**src/sv/apool_pkg.sv**
```systemverilog
package apool_pkg;

	// Field and register widths.
	localparam int CFG_W     = 7;
	localparam int CFG_MAX   = 127;
	localparam int PIX_W     = 16;
	localparam int OIDX_W    = 6;
	localparam int CFG_IDX_W = 3;

	// Default plane limits for the top-level parameters.
	localparam int DEF_MAX_ROWS = 64;
	localparam int DEF_MAX_COLS = 64;

	// Configuration register indexes.
	localparam logic [CFG_IDX_W-1:0] REG_IN_ROWS  = 3'd0;
	localparam logic [CFG_IDX_W-1:0] REG_IN_COLS  = 3'd1;
	localparam logic [CFG_IDX_W-1:0] REG_OUT_ROWS = 3'd2;
	localparam logic [CFG_IDX_W-1:0] REG_OUT_COLS = 3'd3;

	// Configuration values after reset.
	localparam logic [CFG_W-1:0] RST_IN_ROWS  = 7'd64;
	localparam logic [CFG_W-1:0] RST_IN_COLS  = 7'd64;
	localparam logic [CFG_W-1:0] RST_OUT_ROWS = 7'd1;
	localparam logic [CFG_W-1:0] RST_OUT_COLS = 7'd1;

	// Control states: geometry derivation, then the per-pixel sequence.
	typedef enum logic [2:0] {
		ST_CLAMP,
		ST_DIV_GO,
		ST_DIV_WAIT,
		ST_SIZE,
		ST_IDLE,
		ST_WRITE,
		ST_SCAN,
		ST_EMIT
	} state_t;

endpackage

```
**src/sv/apool_div.sv**
```systemverilog
module apool_div #(
	parameter int W = apool_pkg::CFG_W
) (
	input  logic         clk,
	input  logic         arst_n,
	input  logic         start,
	input  logic [W-1:0] dividend,
	input  logic [W-1:0] divisor,
	output logic         done,
	output logic [W-1:0] quotient
);

	localparam int CW = $clog2(W + 1);

	logic [W:0]    rem_q;
	logic [W-1:0]  quo_q;
	logic [CW-1:0] cnt_q;
	logic          busy_q;
	logic          done_q;
	logic [W:0]    shifted;
	logic          ge;

	// One restoring step: bring down the next dividend bit and try a subtract.
	assign shifted = {rem_q[W-1:0], quo_q[W-1]};
	assign ge      = shifted >= {1'b0, divisor};

	always_ff @(posedge clk or negedge arst_n) begin
		if (!arst_n) begin
			busy_q <= 1'b0;
			done_q <= 1'b0;
			cnt_q  <= '0;
		end else begin
			done_q <= 1'b0;
			if (start) begin
				busy_q <= 1'b1;
				cnt_q  <= CW'(W);
			end else if (busy_q) begin
				cnt_q <= cnt_q - 1'b1;
				if (cnt_q == CW'(1)) begin
					busy_q <= 1'b0;
					done_q <= 1'b1;
				end
			end
		end
	end

	// Remainder and quotient shift register.
	always_ff @(posedge clk) begin
		if (start) begin
			rem_q <= '0;
			quo_q <= dividend;
		end else if (busy_q) begin
			rem_q <= ge ? (shifted - {1'b0, divisor}) : shifted;
			quo_q <= {quo_q[W-2:0], ge};
		end
	end

	assign done     = done_q;
	assign quotient = quo_q;

endmodule

```
**config.mk**
```make
export PLATFORM = sky130hd
export DESIGN_NAME = apool_div
export DESIGN_NICKNAME = d
export VERILOG_FILES = /design/src/sv/apool_pkg.sv /design/src/sv/apool_div.sv
export SDC_FILE = /design/constraint.sdc
export NUM_CORES = 1
export LEC_CHECK = 0
export BUFFER_PORTS_ARGS = -buffer_cell sky130_fd_sc_hd__buf_2
export CAP_MARGIN = 40
export CORE_MARGIN = 4
export CORE_UTILIZATION = 48
export CTS_CLUSTER_DIAMETER = 200
export DETAILED_ROUTE_END_ITERATION = 12
export PLACE_DENSITY = 0.76
export SLEW_MARGIN = 20
export SYNTH_ARGS = -nofsm -noshare
export SYNTH_HDL_FRONTEND = slang
export SYNTH_SLANG_ARGS = --single-unit
export TNS_END_PERCENT = 10
```
**constraint.sdc**
```tcl
create_clock -name clk -period 6 [get_ports clk]
set_clock_uncertainty 0.05 [all_clocks]
set_input_delay 0.9 -clock clk [delete_from_list [all_inputs] [get_ports clk]]
set_output_delay 0.9 -clock clk [all_outputs]
set_load 0.005 [all_outputs]
```
==> flow_summary_export.csv <==
group,metric,value,unit
synthesis,syn_nets,170,
critical_path,start_kind,"primary input",
layout,syn_to_final_growth,9.381,%
synthesis,synth_seq_cells,19,
timing,rsz0062_at_grt,"no",
timing,fin_crit_sh,43.79,%
critical_path,end_kind,"register",
outcome,outcome,"finished, final reports clean",
placed_design,place_inst,188,
critical_path,worstSetupPathType,"primary input to register",
placed_design,portBuffers,24,
timing,slew_headroom,49.67,%
synthesis,ys.flop_type,"edfxtp_1",
timing,max_freq,380.6,MHz
route,wirelength,2813,µm
placed_design,place.gp.congestion,0.7840,
grt,grt_max_degree,27,
layout,nFillCells,247,
clocking,post_cts_resized,0,
timing,slew_viol_final,0,
layout,drive_above_1_share,26.09,%
floorplan,num_rows,19,
route,vias_per_cell,5.719,
layout,antenna_cells,0,
route,dr.pass1.iters,4,
clocking,cts_hold_buf,0,
grt,antenna_found_initial,0,
synthesis,async_reset_ff_share,26.32,%
placed_design,dp_hpwl,2178,µm
critical_path,r2r_end,"rem_q[0]",
floorplan,die_y,61.50,µm
min_path,worstHoldPathType,"primary input to async pin",
run,timing.max_cap.violations,0,
route,wl_per_cell,14.65,µm
layout,layout_commonest_cell,"buf_2",
synthesis,synth.distinct_cells,45,
layout,final_cell_area,1503,µm²
synthesis,netlist_instances,143,
route,drt_iter0_markers,37,
synthesis,syn_area,1374,µm²
power_and_ir_drop,peakVddDrop,0.2450,mV
timing,tightest_slew,0.7549,ns
power_and_ir_drop,p_per_area,335.4,nW/µm²
critical_path,crit_path_max_fanout,9,
grt,grtUsageMet1,19.67,%
grt,grt_use_total,16.06,%
route,postRouteAntennaNets,0,
timing,fin_setup_tns,0,ns
synthesis,ys_seq_area_share,34.61,%
timing,hold_viol,0,
clocking,postCtsSetupBuffers,0,
timing,period_needed,2.628,ns
layout,num-nets-final,189,
grt,use_met2,27.80,%
floorplan,start_util,49.82,%
clocking,htreeDepth,1,
timing,setup_viol,0,
critical_path,rr_startpoint,"quotient[6]",
clocking,path_clk_slew,0.12,ns
grt,use_met3,3.983,%
critical_path,cp_data_required_time,6.17,ns
grt,grt_busiest_layer,"met2",
clocking,cts.path.max_buffers,2,
clocking,clk_latency,0.30,ns
grt,grt.overflow.total,0,
route,drc,0,
clocking,cts_tree,"yes",
layout,layout.cells.non_filler,192,
layout,most-common-layout-cells,"24 x buf_2, 13 x inv_1, 10 x nor2_1, 9 x ha_1",
power_and_ir_drop,p_leak,0.6828,nW
floorplan,coreArea,2758,µm²
clocking,ctsRootBufferMaster,"clkbuf_4",
placed_design,dpl_cell_area,1475,µm²
grt,grt_pass1_wl,4560,µm
critical_path,arrival,2.80,ns
clocking,cts_inserted_buffers,3,
clocking,cts.sinks,19,
critical_path,reg2reg_depth,7,
route,vias,1098,
grt,grt_pass1_vias,1032,
critical_path,rrSetupSlack,3.63,ns
floorplan,io_pins,25,
floorplan,die_x,61.50,µm
floorplan,die_area,3782,µm²
synthesis,ys_warn_count,0,
synthesis,synth_edf_count,7,
synthesis,syn_area_per_cell,9.607,µm²
## area by class of cell
class / count / area (µm²) / share of cell area [%]
well taps: 31 / 38.79 / 2.581
clock buffers: 3 / 22.52 / 1.499
repair buffers: 24 / 120.1 / 7.993
inverters: 13 / 48.80 / 3.247
multi-input cells: 101 / 792.0 / 52.71
clock inverters: 1 / 5.005 / 0.3331
flip-flops and latches: 19 / 475.5 / 31.64
## routing by layer
layer	vias up	part of all wire, %
met5	-	0
met4	0	0.46
met3	2	3.7
met2	23	53
met1	526	43
li1	547	-
## worst max-delay path, stage by stage
cell and delay (ns):
buf_2 0.10, ha_1 0.21, fa_1 0.41, nand2b_1 0.18, a211o_1 0.37, and3_1 0.33, a311oi_2 0.30
## logic make-up after synthesis
family | Yosys count | share of synthesized area [%]
AO/OA/AOI/OAI | 36 | 22.40
XOR/XNOR | 3 | 1.913
adder cells (fa/ha/maj) | 10 | 9.654
buffers and inverters | 23 | 7.741
flip-flops | 19 | 34.61
multiplexers | 7 | 5.646
AND/OR/NAND/NOR | 45 | 18.03
## flip-flops by register name, summed over array words and instances, names as in the netlist
signal	cells
busy_q	1
done	1
rem_q	7
quotient	7
cnt_q	3
## worst max-delay path by stage
stage / depth (start not counted) / slack [ns] / from / endpoint
global route: 7 / 3.32 / divisor[0] / rem_q[3]
finish: 7 / 3.37 / divisor[0] / rem_q[0]
global placement: 7 / 3.16 / divisor[0] / rem_q[2]
CTS: 7 / 3.38 / divisor[0] / rem_q[0]
detailed placement: 7 / 3.07 / divisor[0] / rem_q[0]
floorplan: 8 / 3.30 / divisor[0] / rem_q[0]
## power by group
group / internal [mW] / switching, mW / total [mW]
Combinational: 0.116 / 0.135 / 0.251
Sequential: 0.164 / 0.0226 / 0.186
Clock: 0.0249 / 0.0421 / 0.0670
Total: 0.305 / 0.199 / 0.504
## cell usage after synthesis (all sizes together) (5+ instances only)
cell type | n | share of area (%)
nor3b | 6 | 3.3
inv | 13 | 3.6
dfxtp | 7 | 10
nor2b | 6 | 2.7
ha | 9 | 8.2
clkbuf | 6 | 1.6
nand2 | 7 | 1.9
mux2 | 6 | 4.9
dfrtp | 5 | 9.1
nor2 | 10 | 2.7
edfxtp | 7 | 15
nand2b | 6 | 2.7
o21ai | 6 | 2.2
## metrics by stage
| stage | worst slack, ns | util, % | hold WS (ns) | power (mW) |
|---|---|---|---|---|
| after floorplan | 3.300 | - | 0.4221 | 0.3910 |
| after global placement | 3.160 | 53.49 | 0.4403 | 0.4276 |
| after detailed placement | 3.068 | 53.49 | 0.4696 | 0.4384 |
| after CTS | 3.376 | 54.49 | 0.3308 | 0.5069 |
| after global routing | 3.320 | 54.49 | 0.3209 | 0.5425 |
| final | 3.372 | 54.49 | 0.3324 | 0.5041 |
Note: power is estimated with default switching activity, not from simulation.
