`config.mk`:
```
export PLATFORM = sky130hd
export DESIGN_NAME = apool_cell
export DESIGN_NICKNAME = d
export VERILOG_FILES = /design/src/sv/apool_pkg.sv /design/src/sv/apool_cell.sv
export SDC_FILE = /design/constraint.sdc
export NUM_CORES = 1
export LEC_CHECK = 0
export BUFFER_PORTS_ARGS = -buffer_cell sky130_fd_sc_hd__buf_2
export CAP_MARGIN = 20
export CORE_UTILIZATION = 39
export DETAILED_ROUTE_END_ITERATION = 16
export PLACE_DENSITY = 0.7
export SYNTH_ARGS = -nofsm -noshare
export SYNTH_HDL_FRONTEND = slang
export SYNTH_SLANG_ARGS = --single-unit
```
`constraint.sdc`:
```
create_clock -name clk -period 3.35 [get_ports clk]
set_clock_uncertainty 0.15 [all_clocks]
set_input_delay 0.8375 -clock clk [delete_from_list [all_inputs] [get_ports clk]]
set_output_delay 0.8375 -clock clk [all_outputs]
set_load 0.005 [all_outputs]
```
`src/sv/apool_pkg.sv`:
```
package apool_pkg;

	// Field and register widths.
	localparam int CFG_W     = 7;
	localparam int CFG_MAX   = 127;
	localparam int PIX_W     = 16;
	localparam int OIDX_W    = 6;
	localparam int CFG_IDX_W = 3;

	// Default plane limits for the top-level parameters.
	localparam int DEF_MAX_ROWS = 64;
	localparam int DEF_MAX_COLS = 64;

	// Configuration register indexes.
	localparam logic [CFG_IDX_W-1:0] REG_IN_ROWS  = 3'd0;
	localparam logic [CFG_IDX_W-1:0] REG_IN_COLS  = 3'd1;
	localparam logic [CFG_IDX_W-1:0] REG_OUT_ROWS = 3'd2;
	localparam logic [CFG_IDX_W-1:0] REG_OUT_COLS = 3'd3;

	// Configuration values after reset.
	localparam logic [CFG_W-1:0] RST_IN_ROWS  = 7'd64;
	localparam logic [CFG_W-1:0] RST_IN_COLS  = 7'd64;
	localparam logic [CFG_W-1:0] RST_OUT_ROWS = 7'd1;
	localparam logic [CFG_W-1:0] RST_OUT_COLS = 7'd1;

	// Control states: geometry derivation, then the per-pixel sequence.
	typedef enum logic [2:0] {
		ST_CLAMP,
		ST_DIV_GO,
		ST_DIV_WAIT,
		ST_SIZE,
		ST_IDLE,
		ST_WRITE,
		ST_SCAN,
		ST_EMIT
	} state_t;

endpackage

```
`src/sv/apool_cell.sv`:
```
module apool_cell (
	input  logic                               clk,
	input  logic                               en,
	input  logic signed [apool_pkg::PIX_W-1:0] x,
	input  logic signed [apool_pkg::PIX_W-1:0] prev,
	output logic signed [apool_pkg::PIX_W-1:0] val
);

	logic signed [apool_pkg::PIX_W-1:0] val_q;

	// Cell k holds the maximum of the last k+1 words: the neighbor's old
	// maximum of k words, extended by the incoming word.
	always_ff @(posedge clk) begin
		if (en) begin
			val_q <= (x > prev) ? x : prev;
		end
	end

	assign val = val_q;

endmodule

```
==> results of run 1 <==
how the worst max path moves through the flow:
stage,depth (start not counted),start,to,slack [ps]
after CTS,9,x[8],val[0],-20
after floorplan,9,prev[9],val[10],-160
after detailed placement,10,prev[9],val[2],-400
after global placement,10,prev[9],val[4],-330
after global routing,10,prev[14],val[15],-30
final,10,prev[15],val[8],10
metal layers:
| metal | wire (um) | part of all wire | global-route usage | up-vias |
|---|---|---|---|---|
| met5 | 0 | 0 | 0 | - |
| met4 | 59 | 0.023 | 0.0750 | 0 |
| met3 | 93 | 0.037 | 0.0253 | 7 |
| met2 | 1420 | 0.56 | 0.342 | 27 |
| met1 | 966 | 0.38 | 0.183 | 425 |
| li1 | - | - | - | 460 |
kinds of logic (layout without fill, tap and decap cells):
group | after synthesis | after routing | synth area share
buf+inv | 19 | 78 | 0.0750
mux | 17 | 17 | 0.206
fa+ha+maj | 16 | 16 | 0.171
flops | 16 | 16 | 0.412
simple gates | 14 | 14 | 0.0750
compound gates | 12 | 12 | 0.0611
cells in the final DEF, fill, tap and decap left out, types with 3 or more instances in the layout:
cell type,count
a21oi_1,7
buf_2,40
buf_4,7
buf_6,9
clkbuf_4,3
edfxtp_1,16
ha_1,10
ha_4,6
inv_1,12
mux2_4,16
nand2_1,3
metrics by stage:
| stage | setup WS [ps] | instances | area (sq um) |
|---|---|---|---|
| 2_1_floorplan | -160 | 94 | 1280 |
| 5_1_grt | -31.5 | 184 | 1720 |
| 6_report | 13.9 | 184 | 1720 |
| 3_3_place_gp | -327 | 180 | 1600 |
| 3_5_place_dp | -397 | 180 | 1600 |
| 4_1_cts | -17.0 | 183 | 1660 |
timing repair:
item                                    in CTS  in global routing
setup buffers                                0                  1
pin swaps                                    3                  5
gates resized for setup                     13                 14
cloned                                       0                  0
endpoints found under the setup margin      16                 16
where the power goes:
group	internal, mW	total (mW)	switching [mW]
logic	0.125	0.214	0.0895
registers	0.250	0.255	0.00521
clock network	0.0418	0.104	0.0624
cell type report:
class                   count  area, sq um  area share
flip-flops and latches     16          480       0.279
repair buffers             57          369       0.214
inverters                  18         95.1      0.0552
well taps                  31         38.8      0.0225
clock buffers               3         22.5      0.0131
multi-input cells          59          717       0.416
critical path, delay by kind of cell:
family,cells,cell delay (ps)
buf+inv,3,290
simple gates,4,1240
mux,2,580
fa+ha+maj,1,270
cell usage after synthesis, types with 2 or more instances:
library cell | count | area [sq um]
o21bai_1 | 2 | 15.0
nor4_1 | 2 | 12.5
mux2_2 | 6 | 67.6
a21oi_1 | 7 | 35.0
mux2_4 | 10 | 150
or4_4 | 2 | 22.5
inv_1 | 18 | 67.6
ha_1 | 16 | 200
edfxtp_1 | 16 | 480
nand2_1 | 6 | 22.5
==> results.md, run 1 <==
- The flow ran to the end, but the final reports show violations.
- The final reports fail on design-rule violations.
- Row generation in the floorplan step produced 19 rows.
- The share of flip-flops with an asynchronous set or reset is 0.
- The synthesis-to-layout area growth is 47.6%.
- The number of clock sinks is 16.
- The die is 56.7 um tall.
- The worst path needs roughly 3300 ps of the cycle, external delays included.
- CTS built an H-tree with a depth of 1.
- The hold-critical path depth is 2.
- Clock-pin slew was measured on the worst setup and hold paths at 100 ps.
- After detailed routing, the number of remaining DRC violations is 3.
- The maximum number of pins on one net before global-route repair is 17.
- The via count of the first global-routing pass is between 900 and 1000.
- The worst hold path belongs to the class in -> reg.
- The initial antenna violation count is 0.
- The kind of critical path is in -> reg.
- Of the available clock period, the critical path in the final layout requires 0.996.
- The beginning of the worst hold path is prev[15].
- The clock buffer count from CTS is 3.
- The weighted congestion reported at the end of routability-driven placement is 0.731.
- The initial core utilization is 0.416.
- The worst-case clock buffer depth is 2.
- The fmax is 300 MHz.
- Counting flops with a built-in enable in the synthesized netlist gives 16.
- In this run the static leakage power is 0.831 nW.
- At the pin with the least slew margin, the transition time is 414 ps.
- The HPWL reported at the end of detailed placement is about 2000 um.
- The kind of capture point of the worst setup path is a register.
- For this run, the total global-route usage over all layers was measured as 0.175.
- The net count after synthesis is 144.
- The via density per instance is 4.99.
- The worst setup path is launched from a primary input.
- The share of layout cells above drive strength 1 is 0.627.
- The highest cell delay on the worst timing path is 550 ps.
- The data required time at the worst endpoint is 3240 ps.
- The total congestion overflow is 0.
- The die boundary width is 56.7 um.
- VDD sags by at most 205 uV.
- The final core utilization is 0.614.
- The number of antenna repair diodes is 0.
- The wire length reported by the detailed router is 2540 um.
- The pre-antenna-repair detailed-routing pass consisted of 12 iterations.
- The final worst hold slack is 692 ps.
- The total negative slack is 0 ps.
- The total power divided by cell area is around 330 mW/mm^2.
- The standard cell with the maximum stage delay on the critical path is or4_4.
- The core outline area is 0.00281 sq mm.
- The number of distinct standard cells referenced by the synthesized netlist is 19.
- The net count of the finished layout is between 200 and 250.
- The remaining antenna violation count after routing is 0.
- Buffers inserted to repair hold after CTS numbered 0.
- The CTS tree is yes.
- Setup repair after global routing could not meet its margin everywhere.
- The count of buffers from port buffering is 49.
- In the final routed layout, each cell accounts on average for between 10 and 15 um.
- Each instance of the synthesized netlist takes up on average 12.4 sq um.
- The register with the most flip-flops in the layout has 16 of them.
- Overall power consumption after layout is estimated at 0.574 mW.
- STA puts the critical path data arrival time at 3230 ps.
- The first global-routing pass estimated 4260 um of wire.
- The largest fanout of any net on the critical path is 6.
- In this run the cell area of the synthesized design comes to 0.00117 sq mm.
- The number of max-slew violations in the final report is 0.
- The sequential cell area fraction in the yosys report is 0.412.
- In this run, the number of DRC markers left after iteration 0 of detailed routing was 10.
- The final hold violation count is 0.
- In this run the tightest slew margin relative to its limit is 0.722.
- Setup violations remaining at the end of the flow were counted as 0.
- The number of inserted filler cells in the final layout is 245.
- The die footprint is 0.00322 sq mm.
- For this block, the via count after detailed routing is ~920.
- The gate count of the mapped netlist is 94.
- The number of max-cap violations is 0.
- The cell chosen for the clock root is clkbuf_4.
- The capture endpoint of the worst hold path is val[15].
- Yosys printed 0 warnings.
- The boundary pin count is 50.
- Walking the worst path, the cells encountered are buf_6 > inv_2 > ha_4 > nand2_4 > or4_4 > or4_4 > nand3_4 > mux2i_4 > buf_6 > mux2_4.
- The number of register bits inferred by synthesis is 16.
- The prevailing post-synth register cell is edfxtp_1.
(Power assumes the default switching activity.)
==> inputs of run 2 (changes only) <==
CORE_ASPECT_RATIO = 1.1   (was default)
MAX_ROUTING_LAYER = met4   (was default)
==> run 2 against run 1 <==
Against the previous run:
- the run now ends clean
- critical endpoint is now val[1]
- sequential power barely moved
- sequential cell count unchanged
- routed wire length is 13% lower
- first-iteration DRC count decreased by 70%
- utilization rose by 0.19 points
- cell count is 1.6% higher
- clock-buffer cell count unchanged
- clock power is essentially flat
- via count is 0.76% higher
==> results.md, run 2 (synthesis results as in run 1) <==
- The flow ran to the end, and the final reports show no timing, DRC or antenna violations.
- The tree built by TritonCTS fans out to 16 sinks.
- The starting DRC count in detailed routing is 3.
- Once detail routing completed, the nets flagged for antenna violations numbered 0.
- The via count of the first global-routing pass is about 850.
- Of the cells placed in the final design, the portion with a size suffix greater than 1 is 0.617.
- Dividing the final minimum period by the clock period gives 0.995.
- At the worst endpoint, the required time is between 3000 and 4000 ps.
- The clock period minus worst slack is 3330 ps.
- The highest cell delay on the worst timing path is 560 ps.
- Grouping stages by cell kind, the critical path spends the most delay in simple AND/OR/NAND/NOR gates.
- The number of vias in the routed layout is 926.
- Derived from the worst setup path, the maximum achievable clock frequency is 300 MHz.
- The register with the most flip-flops in the layout has 16 of them.
- In the global route stage, overall resource usage came out at 0.150.
- The number of max-cap violations is 0.
- The total congestion overflow is 0.
- The leakage component of the power is 0.831 nW.
- After floorplanning, the core was divided into 20 placement rows.
- The count of buffers from port buffering is 49.
- The repair_antennas step left the layout with diodes totalling 0.
- Setup violations remaining at the end of the flow were counted as 0.
- In this run the power spent charging and discharging nets is 0.154 mW.
- Among all stages on the critical path, the largest delay is contributed by or4_4.
- Walking the worst path, the cells encountered are buf_2 > ha_4 > nand2_2 > or4_4 > or4_4 > nand3_4 > mux2i_4 > buf_6 > mux2_4.
- The largest fanout of any net on the critical path is 4.
- The dominant cell type by count on the critical path is or4_4.
- Setup repair after global routing could not meet its margin everywhere.
- The capture endpoint of the worst hold path is val[14].
- The library cells used most frequently in the layout, excluding fill and tap cells, are buf_2, mux2_4, edfxtp_1.
- The most frequent standard cell in the layout excluding fill and tap cells is buf_2.
- Across the VDD grid, the largest voltage drop is 241 uV.
- The post-detailed-placement cell area is 0.00160 sq mm.
- The die is 54.2 um wide.
- The completed layout was analyzed and its total power is 0.573 mW.
- CTS built an H-tree with a depth of 1.
- The detailed-route wire length on metal 1 is 880 um.
- The non-filler instance count after layout is 187.
- Using the TritonRoute via totals, the vias-per-cell ratio works out to approximately 5.
- The internal power of the cells totals 0.419 mW.
- The uppermost metal layer occupied by signal nets is met4.
- The cell sitting at the root of the clock tree is a clkbuf_4.
- The worst endpoint data arrival time is roughly 3200 ps.
- For the pin with the worst max-slew slack, the measured transition is 443 ps.
- The worst min-delay path class is in -> reg.
- The global-route wire length before repair is about 3300 um.
- Counting both buffers and inverters, the worst setup path holds a total of 2.
- The die footprint is 0.00322 sq mm.
- The number of max-slew violations in the final report came to 0.
- Pin placement for this block handled 50 I/O pins.
- The average wire per standard cell is 11.8 um.
- The wire length reported by the detailed router is 2210 um.
- The number of placed instances, taps included is 182.
- The net count of the finished layout is 205.
- STA classifies the critical path endpoint as a register.
- The switching portion of total power is 0.269.
- Of the total power, the clock network draws 0.186.
- In the detailed route, the total length drawn on met2 is 1160 um.
- The kind of launch point of the worst setup path is a primary input.
- The fraction of power consumed by combinational cells is 0.370.
- The synthesis-to-layout area growth is 47.9%.
- The beginning of the worst hold path is prev[14].
- The die is approximately 59 um tall.
- The number of remaining DRC errors is 0.
- Before antenna repair, the detailed router went through 3 iterations.
- For this configuration, the core starts out at a cell density of 0.417.
- The final hold violation count came to 0.
- The total power divided by cell area is 332 mW/mm^2.
- The number of clock buffers added by TritonCTS is 3.
- After detailed routing, the met3 layer carries approximately 110 um of wire.
- The clock edge transition at the registers on the reported setup and hold paths is 100 ps.
- Headroom to the max-slew limit came out at 0.703.
- The initial antenna violation count is 0.
- The weighted congestion reported at the end of routability-driven placement is 0.783.
- The post-route cell area is about 0.0017 sq mm.
- The core outline area is between 0.002 and 0.003 sq mm.
- The CTS tree is yes.
- The total negative slack is 0 ps.
- Once detailed placement completed, the half-perimeter wirelength came to 1860 um.
- The clock passes through at most 2 buffers.
- The sequential fraction of design power is 0.444.
- The hold-critical path depth is 2.
- Entering global routing, the biggest net connects 17 pins.
- In this run the worst setup path begins at x[12].
- The kind of critical path is in -> reg.
[run 2: changes by cell type in the layout (fill, tap and decap cells not counted), sizes merged]
cell / delta
clkinv: +1
[run 2: routing by layer]
layer  GRT usage  vias to the layer above
li1            -                      463
met1       0.159                      433
met2       0.258                       26
met3      0.0205                        4
met4      0.0879                        0
met5           -                        -
[run 2: timing repair]
item                                   4_1_cts  5_1_grt
hold buffers                                 0        0
resized for setup                            2       24
endpoints found under the hold margin        0        0
buffers inserted                             0        1
setup endpoints to repair                   16       14
pin swaps                                    0        5
[run 2: cell type report]
cell class	instances	area (sq um)
sequential	16	480
clock inverter	1	3.75
inverter	18	97.6
timing repair buffer	57	367
clock buffer	3	22.5
multi-input combinational	59	714
fill	243	1080
tap	33	41.3
[run 2: worst max path at each step]
stage | cells past startpoint | slack [ps] | endpoint
global placement | 10 | -330 | val[15]
finish | 9 | 20 | val[1]
global route | 10 | -40 | val[0]
CTS | 10 | -20 | val[1]
detailed placement | 10 | -350 | val[15]
floorplan | 9 | -160 | val[10]
[run 2: power groups by stage]
stage | combinational [mW] | clock (mW) | sequential (mW)
after floorplan | 0.110 | 0 | 0.264
after global placement | 0.185 | 0 | 0.259
after detailed placement | 0.190 | 0 | 0.260
after CTS | 0.192 | 0.107 | 0.255
after global routing | 0.233 | 0.116 | 0.257
final | 0.212 | 0.107 | 0.255
[run 2: stage by stage]
stage          hold WS, ps  utilization  setup slack, ps
2_1_floorplan          800            -             -160
3_3_place_gp          1010        0.571             -327
3_5_place_dp          1010        0.571             -354
4_1_cts                712        0.582            -16.7
5_1_grt                693        0.616            -43.4
6_report               706        0.616             16.2
